[config.mk]
export PLATFORM = sky130hd
export DESIGN_NAME = multichannel_adc_oversample_scaler
export DESIGN_NICKNAME = d
export VERILOG_FILES = /design/src/rtl/core/aos_pkg.sv /design/src/rtl/core/aos_front.sv /design/src/rtl/core/aos_div.sv /design/src/rtl/core/aos_back.sv /design/src/rtl/core/multichannel_adc_oversample_scaler.sv
export SDC_FILE = /design/constraint.sdc
export NUM_CORES = 2
export LEC_CHECK = 0
export ABC_AREA = 1
export ABC_CLOCK_PERIOD_IN_PS = 13000
export BUFFER_PORTS_ARGS = -buffer_cell sky130_fd_sc_hd__clkbuf_2
export CORE_AREA = 5 5 377 379
export DETAILED_ROUTE_END_ITERATION = 8
export DIE_AREA = 0 0 382 384
export SYNTH_ARGS = -nofsm -noshare
export SYNTH_HDL_FRONTEND = slang
export SYNTH_SLANG_ARGS = --single-unit
[constraint.sdc]
create_clock -name clk -period 13 [get_ports clk]
set_input_delay 1.3 -clock clk [delete_from_list [all_inputs] [get_ports clk]]
set_output_delay 1.3 -clock clk [all_outputs]
set_load 0.01 [all_outputs]
[src/rtl/core/aos_pkg.sv]
`default_nettype none
package aos_pkg;

	localparam int ZONES_DEF      = 10;
	localparam int OVERSAMPLE_DEF = 8;

	localparam int CH_W      = 4;
	localparam int SAMPLE_W  = 12;
	localparam int CFG_W     = 16;
	localparam int CFG_IDX_W = 4;
	localparam int MV_W      = 16;
	localparam int RATIO_W   = 32;

	// Shared divider: widest numerator is mean*ref*100*65536, widest divisor fs*supply.
	localparam int NUM_W = 51;
	localparam int DEN_W = 32;

	localparam int QUEUE_DEPTH = 4;
	localparam int QPTR_W      = 2;

	localparam logic [SAMPLE_W-1:0] MEAN_MAX      = 12'd4095;
	localparam logic [CFG_W-1:0]    SUPPLY_DEF_MV = 16'd12000;

	localparam logic [CH_W-1:0] CH_RAIL   = 4'd10;
	localparam logic [CH_W-1:0] CH_BATT   = 4'd11;
	localparam logic [CH_W-1:0] CH_TAMPER = 4'd12;
	localparam logic [CH_W-1:0] CH_TEMP   = 4'd13;
	localparam logic [CH_W-1:0] CH_VREF   = 4'd14;
	localparam logic [CH_W-1:0] CH_NONE   = 4'd15;

	localparam logic [CFG_IDX_W-1:0] REG_FULL_SCALE = 4'd0;
	localparam logic [CFG_IDX_W-1:0] REG_REF_MV     = 4'd1;
	localparam logic [CFG_IDX_W-1:0] REG_RAIL_GAIN  = 4'd2;
	localparam logic [CFG_IDX_W-1:0] REG_BATT_GAIN  = 4'd3;

	typedef struct packed {
		logic [CH_W-1:0]     ch;
		logic [SAMPLE_W-1:0] sample;
	} item_t;

	typedef struct packed {
		logic [CFG_W-1:0] full_scale;
		logic [CFG_W-1:0] ref_mv;
		logic [CFG_W-1:0] rail_gain;
		logic [CFG_W-1:0] batt_gain;
	} cfg_t;

	typedef struct packed {
		logic             start;
		logic [NUM_W-1:0] num;
		logic [DEN_W-1:0] den;
	} div_req_t;

	typedef struct packed {
		logic             busy;
		logic             done;
		logic [NUM_W-1:0] quot;
	} div_rsp_t;

	typedef enum logic [3:0] {
		ST_IDLE,
		ST_MEAN_GO,
		ST_MEAN_WAIT,
		ST_MUL_A,
		ST_MUL_B,
		ST_MV_GO,
		ST_MV_WAIT,
		ST_RAT_GO,
		ST_RAT_WAIT,
		ST_OUT
	} back_state_t;

endpackage
`default_nettype wire

[src/rtl/core/aos_front.sv]
`default_nettype none
module aos_front import aos_pkg::*; #(
	parameter int ZONES = ZONES_DEF
) (
	input  wire logic                clk,
	input  wire logic                arst_n,
	input  wire logic                in_valid,
	output logic                     in_stall,
	input  wire logic [CH_W-1:0]     channel,
	input  wire logic [SAMPLE_W-1:0] sample,
	input  wire logic                pop,
	output logic                     q_valid,
	output item_t                    q_item
);

	item_t             mem_q [QUEUE_DEPTH];
	logic [QPTR_W-1:0] wr_ptr_q, rd_ptr_q;
	logic [QPTR_W:0]   count_q;
	logic              accept, keep, push, do_pop;

	// Items on the unused code and on zones that are not fitted never enter the queue.
	assign keep = (channel != CH_NONE)
		&& !((channel < CH_RAIL) && (channel >= CH_W'(ZONES)));
	assign in_stall = (count_q == (QPTR_W+1)'(QUEUE_DEPTH));
	assign accept   = in_valid && !in_stall;
	assign push     = accept && keep;
	assign q_valid  = (count_q != '0);
	assign do_pop   = pop && q_valid;
	assign q_item   = mem_q[rd_ptr_q];

	always_ff @(posedge clk) begin
		if (push) begin
			mem_q[wr_ptr_q] <= '{ch: channel, sample: sample};
		end
	end

	always_ff @(posedge clk or negedge arst_n) begin
		if (!arst_n) begin
			wr_ptr_q <= '0;
			rd_ptr_q <= '0;
			count_q  <= '0;
		end else begin
			if (push) begin
				wr_ptr_q <= wr_ptr_q + 1'b1;
			end
			if (do_pop) begin
				rd_ptr_q <= rd_ptr_q + 1'b1;
			end
			if (push && !do_pop) begin
				count_q <= count_q + 1'b1;
			end else if (do_pop && !push) begin
				count_q <= count_q - 1'b1;
			end
		end
	end

endmodule
`default_nettype wire

[src/rtl/core/aos_div.sv]
`default_nettype none
module aos_div import aos_pkg::*; (
	input  wire logic clk,
	input  wire logic arst_n,
	input  div_req_t  req,
	output div_rsp_t  rsp
);

	localparam int CNT_W = $clog2(NUM_W + 1);

	logic [NUM_W-1:0] quot_q;
	logic [DEN_W-1:0] den_q, rem_q;
	logic [CNT_W-1:0] cnt_q;
	logic             busy_q, done_q;
	logic [DEN_W:0]   rem_sh, rem_sub;
	logic             fits;

	// Restoring division, one quotient bit per cycle.
	assign rem_sh  = {rem_q, quot_q[NUM_W-1]};
	assign rem_sub = rem_sh - {1'b0, den_q};
	assign fits    = (rem_sh >= {1'b0, den_q});

	always_ff @(posedge clk) begin
		if (req.start) begin
			quot_q <= req.num;
			den_q  <= req.den;
			rem_q  <= '0;
		end else if (busy_q) begin
			quot_q <= {quot_q[NUM_W-2:0], fits};
			rem_q  <= fits ? rem_sub[DEN_W-1:0] : rem_sh[DEN_W-1:0];
		end
	end

	always_ff @(posedge clk or negedge arst_n) begin
		if (!arst_n) begin
			cnt_q  <= '0;
			busy_q <= 1'b0;
			done_q <= 1'b0;
		end else begin
			done_q <= 1'b0;
			if (req.start) begin
				cnt_q  <= CNT_W'(NUM_W);
				busy_q <= 1'b1;
			end else if (busy_q) begin
				cnt_q <= cnt_q - 1'b1;
				if (cnt_q == CNT_W'(1)) begin
					busy_q <= 1'b0;
					done_q <= 1'b1;
				end
			end
		end
	end

	assign rsp = '{busy: busy_q, done: done_q, quot: quot_q};

endmodule
`default_nettype wire

[src/rtl/core/aos_back.sv]
`default_nettype none
module aos_back import aos_pkg::*; #(
	parameter int ZONES      = ZONES_DEF,
	parameter int OVERSAMPLE = OVERSAMPLE_DEF
) (
	input  wire logic                 clk,
	input  wire logic                 arst_n,
	input  cfg_t                      cfg,
	input  wire logic                 q_valid,
	input  item_t                     q_item,
	output logic                      pop,
	output div_req_t                  div_req,
	input  div_rsp_t                  div_rsp,
	output logic                      out_valid,
	input  wire logic                 out_stall,
	output logic [CH_W-1:0]           out_channel,
	output logic [SAMPLE_W-1:0]       mean_code,
	output logic [MV_W-1:0]           millivolts,
	output logic [RATIO_W-1:0]        ratio_q16,
	output logic                      last
);

	localparam int CAP   = OVERSAMPLE * 4095;
	localparam int SUM_W = $clog2(CAP + 1);
	localparam int RC_W  = (OVERSAMPLE > 1) ? $clog2(OVERSAMPLE) : 1;
	localparam int P1_W  = 28;
	localparam int MVN_W = 44;
	localparam int RN_W  = 35;
	localparam int NCH   = 15;
	// Mean by reciprocal multiplication; the shift is wide enough that the
	// quotient is exact for every sum up to the cap.
	localparam int RSH    = SUM_W + $clog2(OVERSAMPLE);
	localparam int RCP_W  = SUM_W + 2;
	localparam int PROD_W = SUM_W + RCP_W;
	localparam longint unsigned RECIP =
		((64'd1 << RSH) + 64'(OVERSAMPLE) - 64'd1) / 64'(OVERSAMPLE);

	back_state_t       state_q, state_d;
	logic [SUM_W-1:0]  sums_q [NCH];
	logic [RC_W-1:0]   row_q;
	logic [CH_W-1:0]   c_q, c_next, rd_idx;
	logic [MV_W-1:0]   rail_mv_q, mv_q;
	logic [SAMPLE_W-1:0] m_q;
	logic [PROD_W-1:0] mprod_q;
	logic [P1_W-1:0]   p1_q;
	logic [MVN_W-1:0]  mvnum_q;
	logic [RN_W-1:0]   rnum_q;
	logic [DEN_W-1:0]  rden_q;
	logic [RATIO_W-1:0] ratio_q;

	logic [SUM_W-1:0]  sum_rd, sum_sat;
	logic [SUM_W:0]    sum_add;
	logic [CFG_W-1:0]  fs_eff, supply, den_sel, gain;
	logic              is_zone, is_rb, out_free, out_load, block_end;
	logic [MV_W-1:0]   mv_sat;
	logic [RATIO_W-1:0] ratio_sat;

	assign fs_eff  = (cfg.full_scale == '0) ? CFG_W'(1) : cfg.full_scale;
	assign supply  = (rail_mv_q != '0) ? rail_mv_q : SUPPLY_DEF_MV;
	assign is_zone = (c_q < CH_RAIL);
	assign is_rb   = (c_q == CH_RAIL) || (c_q == CH_BATT);
	assign den_sel = is_zone ? supply : (is_rb ? SUPPLY_DEF_MV : CFG_W'(1));
	assign gain    = (c_q == CH_BATT) ? cfg.batt_gain : cfg.rail_gain;
	assign c_next  = (c_q == CH_W'(ZONES - 1)) ? CH_RAIL : c_q + 1'b1;

	assign rd_idx  = (state_q == ST_IDLE) ? q_item.ch : c_q;
	assign sum_rd  = sums_q[rd_idx];
	assign sum_add = {1'b0, sum_rd} + (SUM_W+1)'(q_item.sample);
	assign sum_sat = (sum_add > (SUM_W+1)'(CAP)) ? SUM_W'(CAP) : sum_add[SUM_W-1:0];

	assign mv_sat    = (div_rsp.quot[NUM_W-1:MV_W] != '0) ? '1 : div_rsp.quot[MV_W-1:0];
	assign ratio_sat = (div_rsp.quot[NUM_W-1:RATIO_W] != '0) ? '1
		: div_rsp.quot[RATIO_W-1:0];

	assign out_free  = !out_valid || !out_stall;
	assign block_end = (q_item.ch == CH_VREF) && (row_q == RC_W'(OVERSAMPLE - 1));

	always_comb begin
		state_d = state_q;
		unique case (state_q)
			ST_IDLE: begin
				if (q_valid && block_end) begin
					state_d = ST_MEAN_GO;
				end
			end
			ST_MEAN_GO:   state_d = ST_MEAN_WAIT;
			ST_MEAN_WAIT: state_d = ST_MUL_A;
			ST_MUL_A:     state_d = ST_MUL_B;
			ST_MUL_B:     state_d = ST_MV_GO;
			ST_MV_GO:     state_d = ST_MV_WAIT;
			ST_MV_WAIT:   if (div_rsp.done) state_d = ST_RAT_GO;
			ST_RAT_GO:    state_d = ST_RAT_WAIT;
			ST_RAT_WAIT:  if (div_rsp.done) state_d = ST_OUT;
			ST_OUT: begin
				if (out_free) begin
					state_d = (c_q == CH_TEMP) ? ST_IDLE : ST_MEAN_GO;
				end
			end
			default: state_d = ST_IDLE;
		endcase
	end

	always_comb begin
		pop      = 1'b0;
		out_load = 1'b0;
		div_req  = '{start: 1'b0, num: '0, den: '0};
		unique case (state_q)
			ST_IDLE: pop = q_valid;
			ST_MV_GO: begin
				div_req.start = 1'b1;
				div_req.num   = NUM_W'(mvnum_q);
				div_req.den   = is_rb ? DEN_W'({fs_eff, 8'd0}) : DEN_W'(fs_eff);
			end
			ST_RAT_GO: begin
				div_req = '{start: 1'b1, num: NUM_W'({rnum_q, 16'd0}), den: rden_q};
			end
			ST_OUT: out_load = out_free;
			default: ;
		endcase
	end

	always_ff @(posedge clk) begin
		if (state_q == ST_MEAN_GO) begin
			mprod_q <= PROD_W'(sum_rd) * PROD_W'(RECIP);
		end
		if (state_q == ST_MEAN_WAIT) begin
			m_q <= (mprod_q[PROD_W-1:RSH+SAMPLE_W] != '0) ? MEAN_MAX
				: mprod_q[RSH +: SAMPLE_W];
		end
		if (state_q == ST_MUL_A) begin
			p1_q   <= P1_W'(m_q) * P1_W'(cfg.ref_mv);
			rden_q <= DEN_W'(fs_eff) * DEN_W'(den_sel);
		end
		if (state_q == ST_MUL_B) begin
			mvnum_q <= is_rb ? MVN_W'(p1_q) * MVN_W'(gain) : MVN_W'(p1_q);
			rnum_q  <= is_zone ? RN_W'(p1_q) * RN_W'(100)
				: (is_rb ? RN_W'(p1_q) : RN_W'(m_q));
		end
		if (state_q == ST_MV_WAIT && div_rsp.done) begin
			mv_q <= mv_sat;
		end
		if (state_q == ST_RAT_WAIT && div_rsp.done) begin
			ratio_q <= ratio_sat;
		end
		if (out_load) begin
			out_channel <= c_q;
			mean_code   <= m_q;
			millivolts  <= mv_q;
			ratio_q16   <= ratio_q;
			last        <= (c_q == CH_TEMP);
		end
	end

	always_ff @(posedge clk or negedge arst_n) begin
		if (!arst_n) begin
			state_q   <= ST_IDLE;
			row_q     <= '0;
			c_q       <= '0;
			rail_mv_q <= '0;
			out_valid <= 1'b0;
			for (int i = 0; i < NCH; i++) begin
				sums_q[i] <= '0;
			end
		end else begin
			state_q <= state_d;
			if (pop && q_valid) begin
				if (q_item.ch == CH_VREF) begin
					row_q <= block_end ? '0 : row_q + 1'b1;
					c_q   <= '0;
				end else begin
					sums_q[q_item.ch] <= sum_sat;
				end
			end
			// Zones of this block are already done when the rail finishes.
			if (state_q == ST_MV_WAIT && div_rsp.done && c_q == CH_RAIL) begin
				rail_mv_q <= mv_sat;
			end
			if (out_load) begin
				out_valid <= 1'b1;
				c_q       <= c_next;
				if (c_q == CH_TEMP) begin
					for (int i = 0; i < NCH; i++) begin
						sums_q[i] <= '0;
					end
				end
			end else if (!out_stall) begin
				out_valid <= 1'b0;
			end
		end
	end

`ifndef ASSERT_OFF
	a_last_on_temp: assert property (@(posedge clk) disable iff (!arst_n)
		out_valid && last |-> out_channel == CH_TEMP)
		else $error("last flag on a result other than the final channel");
	a_div_idle: assert property (@(posedge clk) disable iff (!arst_n)
		div_req.start |-> !div_rsp.busy)
		else $error("divider started while busy");
	a_block_done: assert property (@(posedge clk) disable iff (!arst_n)
		out_load && c_q == CH_TEMP |=> state_q == ST_IDLE && row_q == '0)
		else $error("block did not close after the final result");
`endif

endmodule
`default_nettype wire

[src/rtl/core/multichannel_adc_oversample_scaler.sv]
// Channel  Handshake             Payload
// input    in_valid / in_stall   channel, sample
// result   out_valid / out_stall out_channel, mean_code, millivolts, ratio_q16, last
// config   cfg_valid / cfg_ready cfg_index, cfg_data
//
// Items are taken off the input queue while the back end is idle; sums update as each is popped.
// The item that closes a block starts ZONES+4 results, each computed in steps:
//   two for the mean, two multiply steps, two divider passes, one to load.
// A four-entry queue holds conversions that arrive while a block is scaled.
// Reset clears sums, row count, rail millivolts and the registers to their defaults.
// A stalled result holds its register; the back end waits before loading the next.
`default_nettype none
module multichannel_adc_oversample_scaler import aos_pkg::*; #(
	parameter int ZONES      = ZONES_DEF,
	parameter int OVERSAMPLE = OVERSAMPLE_DEF
) (
	input  wire logic                 clk,
	input  wire logic                 arst_n,
	input  wire logic                 in_valid,
	output logic                      in_stall,
	input  wire logic [CH_W-1:0]      channel,
	input  wire logic [SAMPLE_W-1:0]  sample,
	output logic                      out_valid,
	input  wire logic                 out_stall,
	output logic [CH_W-1:0]           out_channel,
	output logic [SAMPLE_W-1:0]       mean_code,
	output logic [MV_W-1:0]           millivolts,
	output logic [RATIO_W-1:0]        ratio_q16,
	output logic                      last,
	input  wire logic                 cfg_valid,
	output logic                      cfg_ready,
	input  wire logic [CFG_IDX_W-1:0] cfg_index,
	input  wire logic [CFG_W-1:0]     cfg_data
);

	cfg_t     cfg_q;
	logic     q_valid, pop;
	item_t    q_item;
	div_req_t div_req;
	div_rsp_t div_rsp;

	// Registers are always writable; writes to an unknown index are dropped.
	assign cfg_ready = 1'b1;

	always_ff @(posedge clk or negedge arst_n) begin
		if (!arst_n) begin
			cfg_q <= '{full_scale: 16'd4095, ref_mv: 16'd3300,
				rail_gain: 16'd256, batt_gain: 16'd256};
		end else if (cfg_valid) begin
			unique case (cfg_index)
				REG_FULL_SCALE: cfg_q.full_scale <= cfg_data;
				REG_REF_MV:     cfg_q.ref_mv     <= cfg_data;
				REG_RAIL_GAIN:  cfg_q.rail_gain  <= cfg_data;
				REG_BATT_GAIN:  cfg_q.batt_gain  <= cfg_data;
				default: ;
			endcase
		end
	end

	// The front end filters and queues conversions.
	aos_front #(.ZONES(ZONES)) u_front (
		.clk(clk), .arst_n(arst_n),
		.in_valid(in_valid), .in_stall(in_stall),
		.channel(channel), .sample(sample),
		.pop(pop), .q_valid(q_valid), .q_item(q_item)
	);

	// The divider is shared by the millivolt and ratio steps.
	aos_div u_div (
		.clk(clk), .arst_n(arst_n), .req(div_req), .rsp(div_rsp)
	);

	// The back end accumulates and sequences the per-channel scaling.
	aos_back #(.ZONES(ZONES), .OVERSAMPLE(OVERSAMPLE)) u_back (
		.clk(clk), .arst_n(arst_n), .cfg(cfg_q),
		.q_valid(q_valid), .q_item(q_item), .pop(pop),
		.div_req(div_req), .div_rsp(div_rsp),
		.out_valid(out_valid), .out_stall(out_stall),
		.out_channel(out_channel), .mean_code(mean_code),
		.millivolts(millivolts), .ratio_q16(ratio_q16), .last(last)
	);

endmodule
`default_nettype wire
==> key figures <==
Critical path
  – Worst setup path class: reg2reg
  – Max FO, Critical Path: 33
  – CP startpoint kind: flop
  – Worst EP arrival: 9.20 ns
  – Worst EP required: 13.44 ns
  – CP endpoint kind: flop

Cells and area
  – Final design utilization: 0.524
  – Share of layout cells above drive strength 1: 0.0570
  – Design area: 72,500 µm²
  – Commonest cells after routing, fill and taps aside: inv_1 (1,631), nand2_1 (1,280), nor2_1 (783)
  – Most common cell after layout, fill and taps aside: inv_1
  – Register area: 21,700 µm²
  – Nets: 8,958
  – Cell Count, Final, Fillers Out: 9,650
  – Area Overhead vs Synth: 7.79%
  – Fill count: 13.0k
  – Multi-input logic area: 38,000 µm²

Clocking
  – Clock tree from TritonCTS: yes
  – H-tree levels: 3
  – CTS root buffer: clkbuf_16
  – Worst-Skew Late Latency: 0.71 ns
  – CTS Buffer Depth: 3
  – CTS sink cnt: 787
  – Post_cts resized: 0
  – # Post-CTS Setup Buffers: 0
  – CTS clk-pin slew, worst paths: 0.07 ns
  – CTS buffer count: 90
  – Post-CTS Hold Fix Bufs: 0

GRT
  – Initial antenna violation count: 4
  – Largest net degree at the start of global routing: 117
  – GRT Total Usage: 0.279
  – First-pass GRT wire length: 317,000 µm
  – Vias in the first global route: 53.4k
  – Total congestion overflow: 0

Synth
  – Synthesized instance count: 7,809
  – Post-Synthesis Cell Area: 67,300 µm²
  – Mapped Nets: 9,003
  – Ys async rst share: 0.422
  – EDFF count, synth: 423
  – Top_reg_cell synth: edfxtp_1
  – YS warnings: 0
  – Synth Register Bits: 787
  – Post-synthesis average cell area: 8.62 µm²
  – Register area share after synthesis: 0.322
  – Count of cell types in the netlist: 64

Die
  – Row cnt: 137
  – I/O pin total: 109
  – Placeable Area: 139,000 µm²
  – Starting Density: 0.486
  – Die Y: 384 µm
  – Die width: 382 µm
  – Die Area: 147,000 µm²

Min path
  – Worst Hold Class: reg2reg

Run status
  – Status: finished, final reports clean

Place
  – Buffers on Ports: 107
  – Placed insts: 9,479
  – Hpwl dp: 149,000 µm
  – Post-DP Area: 69,500 µm²
  – Gpl congestion: 0.967

STA
  – Final period utilization: 0.674
  – Skew final: 0.0439 ns
  – Final-report max-slew violation count: 0
  – Tmin final: 8.76 ns
  – Max Freq: 114 MHz
  – Final setup TNS: 0 ns
  – Final hold vios: 0
  – Worst Tran Pin Value: 1.29 ns
  – Slew HR: 0.136
  – RSZ-0062 raised after global routing: false
  – Final setup viols: 0

Routing
  – Antenna Nets Post-Route: 0
  – Post-DR wirelength/cell: 20.9 µm
  – Routed vias/inst: 5.47
  – # DRC: 0
  – DRT iter0 DRCs: 4,796
  – DRT Pass-1 Iters: 5
  – Vias: 52.8k
  – Routed WL: 202,000 µm

Job
  – Maxcap violations: 0
-- through the flow --
step	setup slack [ns]	hold WS, ns
6_report	4.24	0.415
5_1_grt	3.83	0.422
4_1_cts	4.49	0.413
3_5_place_dp	4.54	0.405
3_3_place_gp	4.68	0.402
2_1_floorplan	6.17	0.400
-- logic make-up (layout without fill, tap and decap cells) --
logic type      after synthesis  after routing  synth area share
simple gates               2372           2372             0.142
other cells                   1              4         0.0000557
buf+inv                    2008           2039             0.114
xor+xnor                    127            127            0.0165
compound gates             1357           1357             0.110
mux                           4              4          0.000614
flops                       787            787             0.322
fa+ha+maj                  1153           1153             0.295
-- Yosys cell counts (15+ instances only) --
cell	instances	area [µm²]
a21o_1	15	113
a21oi_1	411	2060
a21oi_2	20	175
a31oi_1	35	219
clkbuf_1	293	1100
clkinv_1	27	101
dfrtp_1	312	7810
dfstp_2	20	526
dfxtp_1	32	641
edfxtp_1	423	12700
fa_1	722	14500
ha_1	431	5390
inv_1	1631	6120
nand2_1	1282	4810
nand3_1	163	816
nand4_1	31	194
nor2_1	793	2980
nor3_1	39	195
nor4_1	22	138
o211ai_1	30	225
o21a_1	17	128
o21ai_0	629	3150
o21ai_1	57	285
o22ai_1	69	432
xnor2_1	56	490
xor2_1	71	622
-- registers in the layout (all words and copies together) (netlist names), 28 cells and up --
name              count
u_back.ratio_q16     32
cfg_q                64
u_back.sums_q       225
u_front.mem_q        64
u_back.rden_q        32
u_back.mvnum_q       44
u_back.p1_q          28
u_div.rem_q          32
u_back.ratio_q       32
u_div.den_q          32
u_back.rnum_q        35
u_div.quot_q         51
-- critical path, stage by stage, from the launching register on --
cell,delay (ns)
dfrtp_1,0.50
ha_1,0.25
nand2_1,0.07
buf_4,0.24
o21ai_2,0.94
clkinv_1,0.60
nand2_1,0.23
fa_1,0.57
fa_1,0.55
inv_1,0.06
fa_1,0.42
fa_1,0.50
fa_1,0.49
inv_1,0.06
fa_1,0.53
inv_1,0.06
ha_1,0.38
nand2_1,0.13
nor2_1,0.34
inv_1,0.14
nor3_1,0.34
a21oi_1,0.18
o21ai_0,0.42
nand3_1,0.13
nand2_1,0.12
a21oi_1,0.07
o21a_1,0.12
-- final timing paths --
kind / start / to / slack, ns / depth (start not counted)
worst max-delay path: u_back.c_q[0] / u_back.mvnum_q[33] / 4.24 / 26
worst min-delay path: u_back.mv_q[2] / u_back.millivolts[2] / 0.41 / 0
worst max register to register: u_back.c_q[0] / u_back.mvnum_q[33] / 4.24 / 26
worst min register to register: u_back.mv_q[2] / u_back.millivolts[2] / 0.41 / 0
max in group asynchronous: arst_n / u_back.sums_q[112] / 10.29 / 3
min in group asynchronous: arst_n / u_back.sums_q[103] / 0.70 / 1
-- layer usage --
| metal | wire, µm | track usage |
|---|---|---|
| met2 | 91200 | 0.445 |
| met3 | 16000 | 0.0445 |
| met5 | 13 | 0 |
| met1 | 87200 | 0.390 |
| met4 | 7510 | 0.0945 |
-- area by class of cell --
class / count / area share
inverter: 1669 / 0.0864
clock buffer: 122 / 0.0345
sequential: 787 / 0.299
tap: 1807 / 0.0312
timing repair buffer: 202 / 0.0174
multi-input combinational: 5014 / 0.524
clock inverter: 46 / 0.00711
antenna: 3 / 0.000104
Power is left out: the tool's default activity adds up to more than one toggle a clock period on the data nets, which glitch-free logic cannot reach.
